**src/rtl/nscc_pkg.sv**
```systemverilog
// ----------------------------------------------------------------------------
// nscc_pkg
// Types, character constants and hex helpers shared by the NMEA sentence
// checksum checker.
// ----------------------------------------------------------------------------
package nscc_pkg;

  localparam logic [7:0] STAR_CHAR    = 8'h2A;
  localparam logic [7:0] NEWLINE_CHAR = 8'h0A;
  localparam logic [7:0] SUM_INIT     = 8'h00;
  localparam logic [2:0] AFTER_SAT    = 3'd4;
  localparam logic [2:0] AFTER_NL_LEN = 3'd3;

  typedef enum logic [1:0] {
    STATUS_OK       = 2'd0,
    STATUS_NO_STAR  = 2'd1,
    STATUS_SHORT    = 2'd2,
    STATUS_MISMATCH = 2'd3
  } status_e;

  typedef struct packed {
    logic [7:0] char_byte;
    logic       last_char;
  } in_item_t;

  typedef struct packed {
    logic       checksum_ok;
    status_e    status_code;
    logic [7:0] computed_sum;
  } out_item_t;

  // ascii hex digit of a nibble
  function automatic logic [7:0] hex_upper(input logic [3:0] nib);
    hex_upper = (nib < 4'd10) ? (8'h30 + {4'h0, nib}) : (8'h37 + {4'h0, nib});
  endfunction

  function automatic logic [7:0] hex_lower(input logic [3:0] nib);
    hex_lower = (nib < 4'd10) ? (8'h30 + {4'h0, nib}) : (8'h57 + {4'h0, nib});
  endfunction

endpackage

```
**src/rtl/nscc_in_stage.sv**
```systemverilog
// ----------------------------------------------------------------------------
// nscc_in_stage
// Input register: captures one character transfer and holds it until the
// checking stage takes it.
// ----------------------------------------------------------------------------
module nscc_in_stage (
  input  logic               clk_i,
  input  logic               rst_ni,
  input  logic               in_valid_i,
  output logic               in_stall_o,
  input  nscc_pkg::in_item_t in_data_i,
  input  logic               fire_i,
  output logic               valid_o,
  output nscc_pkg::in_item_t item_o
);

  logic               valid_q, valid_d;
  nscc_pkg::in_item_t item_q;
  logic               accept;

  assign in_stall_o = valid_q & ~fire_i;
  assign accept     = in_valid_i & ~in_stall_o;

  always_comb begin
    valid_d = valid_q;
    if (accept) begin
      valid_d = 1'b1;
    end else if (fire_i) begin
      valid_d = 1'b0;
    end
  end

  always_ff @(posedge clk_i or negedge rst_ni) begin
    if (!rst_ni) begin
      valid_q <= 1'b0;
    end else begin
      valid_q <= valid_d;
    end
  end

  always_ff @(posedge clk_i) begin
    if (accept) begin
      item_q <= in_data_i;
    end
  end

  assign valid_o = valid_q;
  assign item_o  = item_q;

endmodule

```
**src/rtl/nscc_core.sv**
```systemverilog
// ----------------------------------------------------------------------------
// nscc_core
// Line state and checksum evaluation: folds one character into the running
// state and forms the line verdict on the last character.
// ----------------------------------------------------------------------------
module nscc_core (
  input  logic                clk_i,
  input  logic                rst_ni,
  input  logic                fire_i,
  input  nscc_pkg::in_item_t  item_i,
  output nscc_pkg::out_item_t res_o
);

  logic       skip_q, skip_d, skip_a;
  logic [7:0] xor_q, xor_d, xor_a;
  logic       star_q, star_d, star_a;
  logic [2:0] cnt_q, cnt_d, cnt_a;
  logic [7:0] dig1_q, dig1_d, dig1_a;
  logic [7:0] dig2_q, dig2_d, dig2_a;
  logic       nl_q, nl_d, nl_a;
  logic       long_enough;
  logic       match;

  // absorb the character
  always_comb begin
    skip_a = skip_q;
    xor_a  = xor_q;
    star_a = star_q;
    cnt_a  = cnt_q;
    dig1_a = dig1_q;
    dig2_a = dig2_q;
    nl_a   = nl_q;
    if (skip_q) begin
      skip_a = 1'b0;
    end else if (!star_q) begin
      if (item_i.char_byte == nscc_pkg::STAR_CHAR) begin
        star_a = 1'b1;
      end else begin
        xor_a = xor_q ^ item_i.char_byte;
      end
    end else begin
      unique case (cnt_q)
        3'd0:    dig1_a = item_i.char_byte;
        3'd1:    dig2_a = item_i.char_byte;
        3'd2:    nl_a   = (item_i.char_byte == nscc_pkg::NEWLINE_CHAR);
        default: ;
      endcase
      if (cnt_q < nscc_pkg::AFTER_SAT) begin
        cnt_a = cnt_q + 3'd1;
      end
    end
  end

  // verdict
  always_comb begin
    long_enough = (cnt_a >= nscc_pkg::AFTER_SAT) ||
                  ((cnt_a == nscc_pkg::AFTER_NL_LEN) && nl_a);
    match = ((dig1_a == nscc_pkg::hex_upper(xor_a[7:4])) &&
             (dig2_a == nscc_pkg::hex_upper(xor_a[3:0]))) ||
            ((dig1_a == nscc_pkg::hex_lower(xor_a[7:4])) &&
             (dig2_a == nscc_pkg::hex_lower(xor_a[3:0])));
    priority if (!star_a) begin
      res_o.status_code = nscc_pkg::STATUS_NO_STAR;
    end else if (!long_enough) begin
      res_o.status_code = nscc_pkg::STATUS_SHORT;
    end else if (!match) begin
      res_o.status_code = nscc_pkg::STATUS_MISMATCH;
    end else begin
      res_o.status_code = nscc_pkg::STATUS_OK;
    end
    res_o.checksum_ok  = (res_o.status_code == nscc_pkg::STATUS_OK);
    res_o.computed_sum = xor_a;
  end

  // next state, back to reset after the last character
  always_comb begin
    skip_d = skip_q;
    xor_d  = xor_q;
    star_d = star_q;
    cnt_d  = cnt_q;
    dig1_d = dig1_q;
    dig2_d = dig2_q;
    nl_d   = nl_q;
    if (fire_i) begin
      if (item_i.last_char) begin
        skip_d = 1'b1;
        xor_d  = nscc_pkg::SUM_INIT;
        star_d = 1'b0;
        cnt_d  = 3'd0;
        dig1_d = 8'h00;
        dig2_d = 8'h00;
        nl_d   = 1'b0;
      end else begin
        skip_d = skip_a;
        xor_d  = xor_a;
        star_d = star_a;
        cnt_d  = cnt_a;
        dig1_d = dig1_a;
        dig2_d = dig2_a;
        nl_d   = nl_a;
      end
    end
  end

  always_ff @(posedge clk_i or negedge rst_ni) begin
    if (!rst_ni) begin
      skip_q <= 1'b1;
      xor_q  <= nscc_pkg::SUM_INIT;
      star_q <= 1'b0;
      cnt_q  <= 3'd0;
      dig1_q <= 8'h00;
      dig2_q <= 8'h00;
      nl_q   <= 1'b0;
    end else begin
      skip_q <= skip_d;
      xor_q  <= xor_d;
      star_q <= star_d;
      cnt_q  <= cnt_d;
      dig1_q <= dig1_d;
      dig2_q <= dig2_d;
      nl_q   <= nl_d;
    end
  end

endmodule

```
**src/rtl/nscc_out_stage.sv**
```systemverilog
// ----------------------------------------------------------------------------
// nscc_out_stage
// Result register: holds one line verdict until the output transfer.
// ----------------------------------------------------------------------------
module nscc_out_stage (
  input  logic                clk_i,
  input  logic                rst_ni,
  input  logic                load_i,
  input  nscc_pkg::out_item_t res_i,
  output logic                free_o,
  output logic                out_valid_o,
  input  logic                out_stall_i,
  output nscc_pkg::out_item_t out_data_o
);

  logic                valid_q, valid_d;
  nscc_pkg::out_item_t data_q;

  assign free_o = ~valid_q | ~out_stall_i;

  always_comb begin
    valid_d = valid_q;
    if (load_i) begin
      valid_d = 1'b1;
    end else if (!out_stall_i) begin
      valid_d = 1'b0;
    end
  end

  always_ff @(posedge clk_i or negedge rst_ni) begin
    if (!rst_ni) begin
      valid_q <= 1'b0;
    end else begin
      valid_q <= valid_d;
    end
  end

  always_ff @(posedge clk_i) begin
    if (load_i) begin
      data_q <= res_i;
    end
  end

  assign out_valid_o = valid_q;
  assign out_data_o  = data_q;

endmodule

```
**src/rtl/nmea_sentence_checksum_check.sv**
```systemverilog
// ----------------------------------------------------------------------------
// nmea_sentence_checksum_check
// Checks the checksum of an NMEA line fed one character per transfer and
// gives one verdict per line on its last character.
//
//   channel   direction  handshake                payload
//   in        input      in_valid_i / in_stall_o  in_data_i  (in_item_t)
//   out       output     out_valid_o / out_stall_i out_data_o (out_item_t)
//
// one character per cycle sustained while no last character waits; the verdict
// of a line passes through the input register and then the result register
// before it is presented on the out channel
// reset returns the line state to its start, ready for the first character
// ordinary characters never wait on the output side; a last character waits
// in the input register while an earlier verdict is held by out_stall_i
// ----------------------------------------------------------------------------
module nmea_sentence_checksum_check (
  input  logic                clk_i,
  input  logic                rst_ni,
  input  logic                in_valid_i,
  output logic                in_stall_o,
  input  nscc_pkg::in_item_t  in_data_i,
  output logic                out_valid_o,
  input  logic                out_stall_i,
  output nscc_pkg::out_item_t out_data_o
);

  logic                s1_valid;
  nscc_pkg::in_item_t  s1_item;
  logic                s1_fire;
  logic                out_free;
  nscc_pkg::out_item_t res;

  assign s1_fire = s1_valid & (~s1_item.last_char | out_free);

  nscc_in_stage u_in (
    .clk_i      (clk_i),
    .rst_ni     (rst_ni),
    .in_valid_i (in_valid_i),
    .in_stall_o (in_stall_o),
    .in_data_i  (in_data_i),
    .fire_i     (s1_fire),
    .valid_o    (s1_valid),
    .item_o     (s1_item)
  );

  nscc_core u_core (
    .clk_i  (clk_i),
    .rst_ni (rst_ni),
    .fire_i (s1_fire),
    .item_i (s1_item),
    .res_o  (res)
  );

  nscc_out_stage u_out (
    .clk_i       (clk_i),
    .rst_ni      (rst_ni),
    .load_i      (s1_fire & s1_item.last_char),
    .res_i       (res),
    .free_o      (out_free),
    .out_valid_o (out_valid_o),
    .out_stall_i (out_stall_i),
    .out_data_o  (out_data_o)
  );

`ifndef NO_ASSERTIONS
  a_stall_only_on_held_result: assert property (
    @(posedge clk_i) disable iff (!rst_ni)
    in_stall_o |-> (out_valid_o && out_stall_i && s1_item.last_char)
  ) else $error("input stalled without a held result");

  a_ok_matches_status: assert property (
    @(posedge clk_i) disable iff (!rst_ni)
    out_valid_o |-> (out_data_o.checksum_ok ==
                     (out_data_o.status_code == nscc_pkg::STATUS_OK))
  ) else $error("checksum_ok disagrees with status_code");

  a_result_from_last_char: assert property (
    @(posedge clk_i) disable iff (!rst_ni)
    $rose(out_valid_o) |-> $past(s1_valid && s1_item.last_char)
  ) else $error("result without a last character");
`endif

endmodule
```
**config.mk**
```make
export PLATFORM = sky130hd
export DESIGN_NAME = nmea_sentence_checksum_check
export DESIGN_NICKNAME = d
export VERILOG_FILES = /design/src/rtl/nscc_pkg.sv /design/src/rtl/nscc_in_stage.sv /design/src/rtl/nscc_core.sv /design/src/rtl/nscc_out_stage.sv /design/src/rtl/nmea_sentence_checksum_check.sv
export SDC_FILE = /design/constraint.sdc
export NUM_CORES = 1
export LEC_CHECK = 0
export CAP_MARGIN = 0
export CORE_ASPECT_RATIO = 0.9
export CORE_MARGIN = 2
export CORE_UTILIZATION = 55
export CTS_CLUSTER_SIZE = 8
export DETAILED_ROUTE_END_ITERATION = 16
export DONT_BUFFER_PORTS = 1
export PLACE_DENSITY = 0.78
export SLEW_MARGIN = 0
export SYNTH_ARGS = -nofsm -noshare
export SYNTH_HDL_FRONTEND = slang
export SYNTH_HIERARCHICAL = 1
export SYNTH_SLANG_ARGS = --single-unit
```
**constraint.sdc**
```tcl
create_clock -name clk_i -period 3.82 [get_ports clk_i]
set_input_delay 0.191 -clock clk_i [delete_from_list [all_inputs] [get_ports clk_i]]
set_output_delay 0.191 -clock clk_i [all_outputs]
set_load 0.05 [all_outputs]
```
==> results of run 1 <==
==> registers in the layout (all words and copies together) (netlist names) <==
name / cells
u_core/cnt_q: 3
u_core/dig1_q: 8
u_core/dig2_q: 8
u_core/nl_q: 1
u_core/skip_q: 1
u_core/star_q: 1
u_core/xor_q: 8
u_in/item_o: 9
u_in/valid_o: 1
u_out/out_data_o: 11
u_out/out_valid_o: 1
==> path summary, 6_finish.rpt <==
kind | from | end | slack, ns | cells past startpoint
max | u_in/item_o[2] | u_out/out_data_o[8] | 0.35 | 12
min | in_valid_i | u_in/item_o[4] | 0.21 | 1
max reg2reg | u_in/item_o[2] | u_out/out_data_o[8] | 0.35 | 12
min reg2reg | u_core/dig2_q[1] | u_core/dig2_q[1] | 0.51 | 1
max in group asynchronous | rst_ni | u_core/skip_q | 3.28 | 2
min in group asynchronous | rst_ni | u_core/dig2_q[0] | 0.31 | 2
==> area by class of cell <==
class,instances,area (um^2),area share
inverters,24,92.59,0.02679
multi-input cells,201,1585,0.4587
flip-flops and latches,52,1403,0.4059
repair buffers,20,192.7,0.05576
clock inverters,3,26.28,0.007603
well taps,70,87.58,0.02534
clock buffers,5,68.82,0.01991
==> metrics by stage <==
step	setup slack, ns	hold WS (ns)	area (um^2)	utilization
after global routing	0.1372	0.2045	3456	0.6141
after detailed placement	0.4848	-0.1038	3221	0.5723
after floorplan	0.7950	-0.1046	3168	-
after CTS	0.3999	0.2054	3456	0.6141
after global placement	0.5601	-0.1035	3221	0.5723
final	0.3475	0.2094	3456	0.6141
==> repair_timing <==
item                      4_1_cts  5_1_grt
hold buffers                   13        0
hold endpoints to repair       43        0
buffers inserted                0        0
==> kinds of logic after synthesis <==
logic type,after synthesis,share of synthesized area
compound gates,83,0.1951
buf+inv,38,0.05885
mux,14,0.04463
flops,52,0.4427
simple gates,82,0.1671
fa+ha+maj,6,0.02370
xor+xnor,16,0.06793
==> worst max-delay path, delay by kind of cell, from the launching register on <==
| kind | cells | cell delay, ns |
|---|---|---|
| flip-flops | 1 | 0.55 |
| AO/OA/AOI/OAI | 4 | 0.77 |
| adder cells (fa/ha/maj) | 1 | 0.29 |
| AND/OR/NAND/NOR | 6 | 1.42 |
| XOR/XNOR | 1 | 0.20 |
==> power groups by stage <==
stage	registers [W]	clock network [W]	logic, W
after global placement	0.000762	0	0.000456
after detailed placement	0.000763	0	0.000464
after CTS	0.000752	0.000340	0.000489
after global routing	0.000760	0.000362	0.000541
after floorplan	0.000737	0	0.000418
final	0.000753	0.000333	0.000494
==> layer usage <==
layer | wire length (um) | vias to the layer above
li1 | - | 1105
met3 | 494 | 14
met2 | 3237 | 109
met4 | 74 | 0
met1 | 3359 | 1156
met5 | 0 | -
==> layout by cell type (no fill, tap or decap), types with 6 or more instances in the layout <==
cell / synthesis / final
o22ai_1: 10 / 10
buf_4: 0 / 7
dfrtp_1: 31 / 31
nand2_1: 14 / 14
edfxtp_1: 20 / 20
inv_1: 21 / 21
o21ai_0: 14 / 14
a22o_1: 17 / 17
a21oi_1: 11 / 11
nor3_1: 7 / 7
xnor2_1: 7 / 7
nand2b_1: 7 / 7
dlygate4sd3_1: 0 / 12
mux2i_1: 13 / 13
nor2_1: 11 / 11
ha_1: 6 / 6
==> results.tsv, run 1 <==
metric	value	unit
Final period util	0.9090	
Lkg Pwr	1.330	nW
Num CTS Buffers	5	
total via count after detailed routing	2384	
maximum operating frequency	288.0	MHz
proportion of power drawn by flip-flops and latches	0.477	
RSZ-0062 raised after global routing	no	
TritonCTS clock tree	yes	
met3 track utilization from global routing	0.04442	
post-route clock skew	0.01219	ns
number of gates given a new drive strength after cts	0	
initial DRC count	268	
register bit total from synthesis	52	
antenna violations before repair	0	
sequential cell area fraction in the yosys report	0.4427	
initial core utilization	0.5629	
non-filler instance count after layout	375	
root cell of the clock tree	clkbuf_8	
max-slew violation count	0	
synthesized instance count	291	
syn_nets	310	
level count of the clock H-tree	2	
via count of the first global-routing pass	2296	
ordered list of cells on the worst path	or3b_1 -> a21oi_2 -> xnor2_2 -> ha_1 -> nand2b_1 -> nor3_1 -> nor4_1 -> or3_1 -> o211ai_1 -> a2111oi_4 -> nand4_2 -> a21o_1	
clock share of power	0.211	
clock latency reported for the late side of the worst-skew pair	0.31	ns
largest area contributor in the synthesized netlist	dfrtp_1	
Die Span X	84	um
leading cell type by number of instances after synthesis	dfrtp_1	
ratio of cells with drive above 1 in the final layout	0.1607	
startpoint class of the critical path	flop	
CP Max Fanout	10	
Total Power Consumption	0.001580	W
power density normalized to cell area	457.2	nW/um^2
largest vdd supply drop	0.0002999	V
half-perimeter wire length of the detailed placement result	4988	um
unique cell type count in the Yosys netlist	68	
M1 GR Usage	0.3525	
Ant. Diodes	0	
post-synthesis to final-layout area growth	9.084	%
shortest clock period the worst path allows after layout	3.473	ns
count of port buffers added during placement	0	
switching share of power	0.3770	
final-layout setup total negative slack	0	ns
Nets	323	
filler cell count in the final layout	447	
delay of the slowest cell on the worst path	0.55	ns
Congestion Overflow GR	0	
total wire length	7165	um
global-route wire length before repair	11910	um
RD Place Congestion	0.9296	
pin count of the biggest net entering global routing	33	
area of the core	5628	um^2
clock-pin slew on the worst setup and hold paths	0.11	ns
Core Rows	26	
number of endpoints with negative hold slack in the final report	0	
Vert. Die Dim	76	um
synth top area cells	dfrtp_1, edfxtp_1, a22o_1	
CP arrival	3.55	ns
Post-synth top flop	dfrtp_1	
post-detailed-route count of antenna-violating nets	0	
Vias per Instance	6.357	
iteration count of the initial detailed-routing pass	7	
average cell area after synthesis	10.89	um^2
Post-synth EDFFs	20	
cell internal power dissipation	0.0009842	W
top-area cell type share of the netlist area	0.2449	
routed wire length per instance	19.11	um
class of the most critical hold timing path	input pin to flop	
max capacitance violation total	0	
Least-Margin Pin Slew	0.7331	ns
cell type of the slowest stage on the worst timing path	edfxtp_1	
met2 track demand over resource	0.3584	
total standard cell area after synthesis	3168	um^2
Synth top cells by count	dfrtp_1, inv_1, edfxtp_1, a22o_1	
clock net sink count	52	
final setup vio count	0	
switching component of the power	0.0005957	W
number of cells in the design after placement	354	
DRC Markers	0	
relative contribution of combinational cells to total power	0.313	
most used routing layer	met2	
status	finished clean	
fraction of registers with async set or reset after synthesis	0.6154	
Overall Global Routing Usage	0.2340	
Worst Setup End Kind	flop	
Synth Warn #	6	
I/O Pins	26	
Setup Crit Path Kind	flop to flop	
worst endpoint required time	3.89	ns
Max Root-Sink Buffers	2	
relative slew slack	0.5083	
die area	6384	um^2
No activity file was read; power rests on OpenSTA's default activity.
==> run 2: changes to the inputs <==
Settings changed: ABC_AREA from default to 1.
==> results.tsv, run 2 <==
metric	value	unit
routed wire length per instance	14.78	um
final cell utilization of the core	0.6255	
clock-pin slew on the worst setup and hold paths	0.10	ns
Core Rows	25	
max-slew violation count	0	
leading cell types in the layout, fill and taps excluded	nand2_1, inv_1, dfrtp_1	
clock latency reported for the late side of the worst-skew pair	0.30	ns
DRC Markers	0	
via count of the first global-routing pass	2548	
total wire length	6932	um
leading cell type by number of instances after synthesis	nand2_1	
arithmetic-cell share of the synthesized area counting full adders, half adders and majority gates	0.02422	
Crit path top cell by count	nand2_1	
Congestion Overflow GR	0	
CP arrival	2.70	ns
half-perimeter wire length of the detailed placement result	5083	um
clock net sink count	52	
delay of the slowest cell on the worst path	0.48	ns
area of the core	5349	um^2
Worst Setup End Kind	flop	
initial DRC count	256	
global-route wire length before repair	12240	um
ordered list of cells on the worst path	inv_1 -> nand2_1 -> nor2_1 -> nand2_2 -> nand2_1 -> nand2_2 -> nand2_4 -> ha_1 -> nand2_1 -> nand3_1 -> xor2_1 -> nand3_1 -> nor2_1 -> nand3_1 -> nand2_1 -> nand2_1	
RSZ-0062 raised after global routing	no	
register bit total from synthesis	52	
total standard cell area after synthesis	3099	um^2
Synth top cells by count	nand2_1, inv_1, dfrtp_1, nand3_1, o22ai_1	
Vert. Die Dim	75.22	um
Die Span X	83.13	um
synth top area cells	dfrtp_1, edfxtp_1, nand2_1	
largest vdd supply drop	0.0002979	V
total via count after detailed routing	2584	
maximum operating frequency	377.0	MHz
Ant. Diodes	0	
final-layout setup total negative slack	0	ns
most common library cell in the layout ignoring fill and taps	nand2_1	
Vias per Instance	5.510	
initial core utilization	0.5794	
Num CTS Buffers	5	
ratio of cells with drive above 1 in the final layout	0.1244	
Setup Crit Path Kind	flop to flop	
power density normalized to cell area	444.6	nW/um^2
syn_nets	410	
Overall Global Routing Usage	0.2525	
combinational family with the most area after synthesis	simple AND/OR/NAND/NOR gates	
Lkg Pwr	1.687	nW
M1 GR Usage	0.3507	
unique cell type count in the Yosys netlist	33	
CP Max Fanout	7	
Max Root-Sink Buffers	2	
Final period util	0.6943	
level count of the clock H-tree	2	
Post-synth EDFFs	20	
largest area contributor in the synthesized netlist	dfrtp_1	
Least-Margin Pin Slew	0.8714	ns
startpoint class of the critical path	flop	
count of port buffers added during placement	0	
class of the most critical hold timing path	input pin to flop	
post-detailed-route count of antenna-violating nets	0	
met2 track demand over resource	0.4068	
I/O Pins	26	
average cell area after synthesis	7.926	um^2
synthesized instance count	391	
post-route clock skew	0.007805	ns
post-place instance area	3139	um^2
sequential cell area fraction in the yosys report	0.4526	
antenna violations before repair	0	
TritonCTS clock tree	yes	
worst endpoint required time	3.87	ns
flip-flop count of the largest register after layout	11	
post-synthesis share of cell area spent on and, or, nand and nor gates	0.2983	
xor and xnor fraction of the mapped netlist area	0.005652	
die area	6252	um^2
final instance area	3346	um^2
multiplexer share of the synthesized area	0	
status	finished clean	
Sequential cell area	1403	um^2
shortest clock period the worst path allows after layout	2.652	ns
Post-synth top flop	dfrtp_1	
filler cell count in the final layout	469	
final setup vio count	0	
multi-input gate area in the final layout	1350	um^2
Nets	420	
number of gates given a new drive strength after cts	0	
top-area cell type share of the netlist area	0.2503	
cell type of the slowest stage on the worst timing path	edfxtp_1	
RD Place Congestion	0.9783	
post-synthesis to final-layout area growth	7.953	%
number of buffers and inverters on the critical path	1	
met3 track utilization from global routing	0.05044	
fraction of registers with async set or reset after synthesis	0.6154	
max capacitance violation total	0	
area fraction in compound gates after synthesis	0.1074	
number of endpoints with negative hold slack in the final report	0	
root cell of the clock tree	clkbuf_8	
Synth Warn #	6	
iteration count of the initial detailed-routing pass	4	
relative slew slack	0.4169	
delay-heaviest family, CP	simple AND/OR/NAND/NOR gates	
pin count of the biggest net entering global routing	33	
most used routing layer	met2	
==> run 2: cell count changes after synthesis, sizes merged, moves of 8 or more <==
cell    change
nand2     +104
nor2        +9
nand4       +8
mux2i      -13
a21oi      -11
xnor2      -14
nand2b      -8
nand3      +31
o22ai      +15
inv        +51
a22o       -16
==> run 2: logic make-up (layout without fill, tap and decap cells) <==
group,after synthesis,count (layout)
AOI/OAI and AO/OA,55,55
adders and majority gates,6,6
buffers and inverters,87,98
DFF,52,52
and+or+nand+nor,189,189
xor gates and xnor gates,2,2
==> run 2: worst paths after layout <==
path                       slack [ns]             endpoint             start  depth (start not counted)
hold / removal                   0.02         u_in/valid_o        in_valid_i                          2
max in group asynchronous        3.26        u_core/skip_q            rst_ni                          2
setup / recovery                 1.17  u_out/out_data_o[8]    u_in/item_o[1]                         16
setup reg to reg                 1.17  u_out/out_data_o[8]    u_in/item_o[1]                         16
hold reg to reg                  0.52     u_core/dig2_q[0]  u_core/dig2_q[0]                          1
min in group asynchronous        0.31     u_core/dig2_q[1]            rst_ni                          2
==> run 2: per-layer routing <==
layer  vias up  share of wire
li1       1287              -
met3         8          0.062
met2        75           0.46
met4         0          0.014
met5         -              0
met1      1214           0.47
==> run 2: final cells by class <==
type | instances | share of cell area
Timing Repair Buffer | 12 | 0.03814
Clock buffer | 5 | 0.02057
Tap cell | 67 | 0.02506
Sequential cell | 52 | 0.4192
Inverter | 78 | 0.08826
Clock inverter | 3 | 0.005236
Multi-Input combinational cell | 252 | 0.4035
==> run 2: timing repair <==
item                      in CTS  in global routing
setup buffers                  0                  0
hold endpoints to repair      41                  0
hold buffers                  11                  0
==> run 2: per-stage QoR <==
step	total power (W)	hold slack (ns)	setup WS, ns	instances
final	0.001488	0.02081	1.168	469
after global routing	0.001593	0.02052	0.9740	469
after CTS	0.001490	0.01197	1.177	469
after detailed placement	0.001165	-0.1035	1.190	450
after global placement	0.001154	-0.1035	1.231	450
after floorplan	0.001084	-0.1046	1.621	391
==> run 2: worst register-to-register path, delay by kind of cell (launching register included) <==
family / cells / cell delay (ns)
xor gates and xnor gates: 1 / 0.21
adders and majority gates: 1 / 0.21
DFF: 1 / 0.48
buffers and inverters: 1 / 0.12
and+or+nand+nor: 13 / 1.39
==> run 2: where the power goes <==
| group | switching, W | internal [W] |
|---|---|---|
| Combinational | 0.000321 | 0.000142 |
| Clock | 0.000182 | 0.000128 |
| Sequential | 0.0000795 | 0.000634 |
| Total | 0.000583 | 0.000905 |
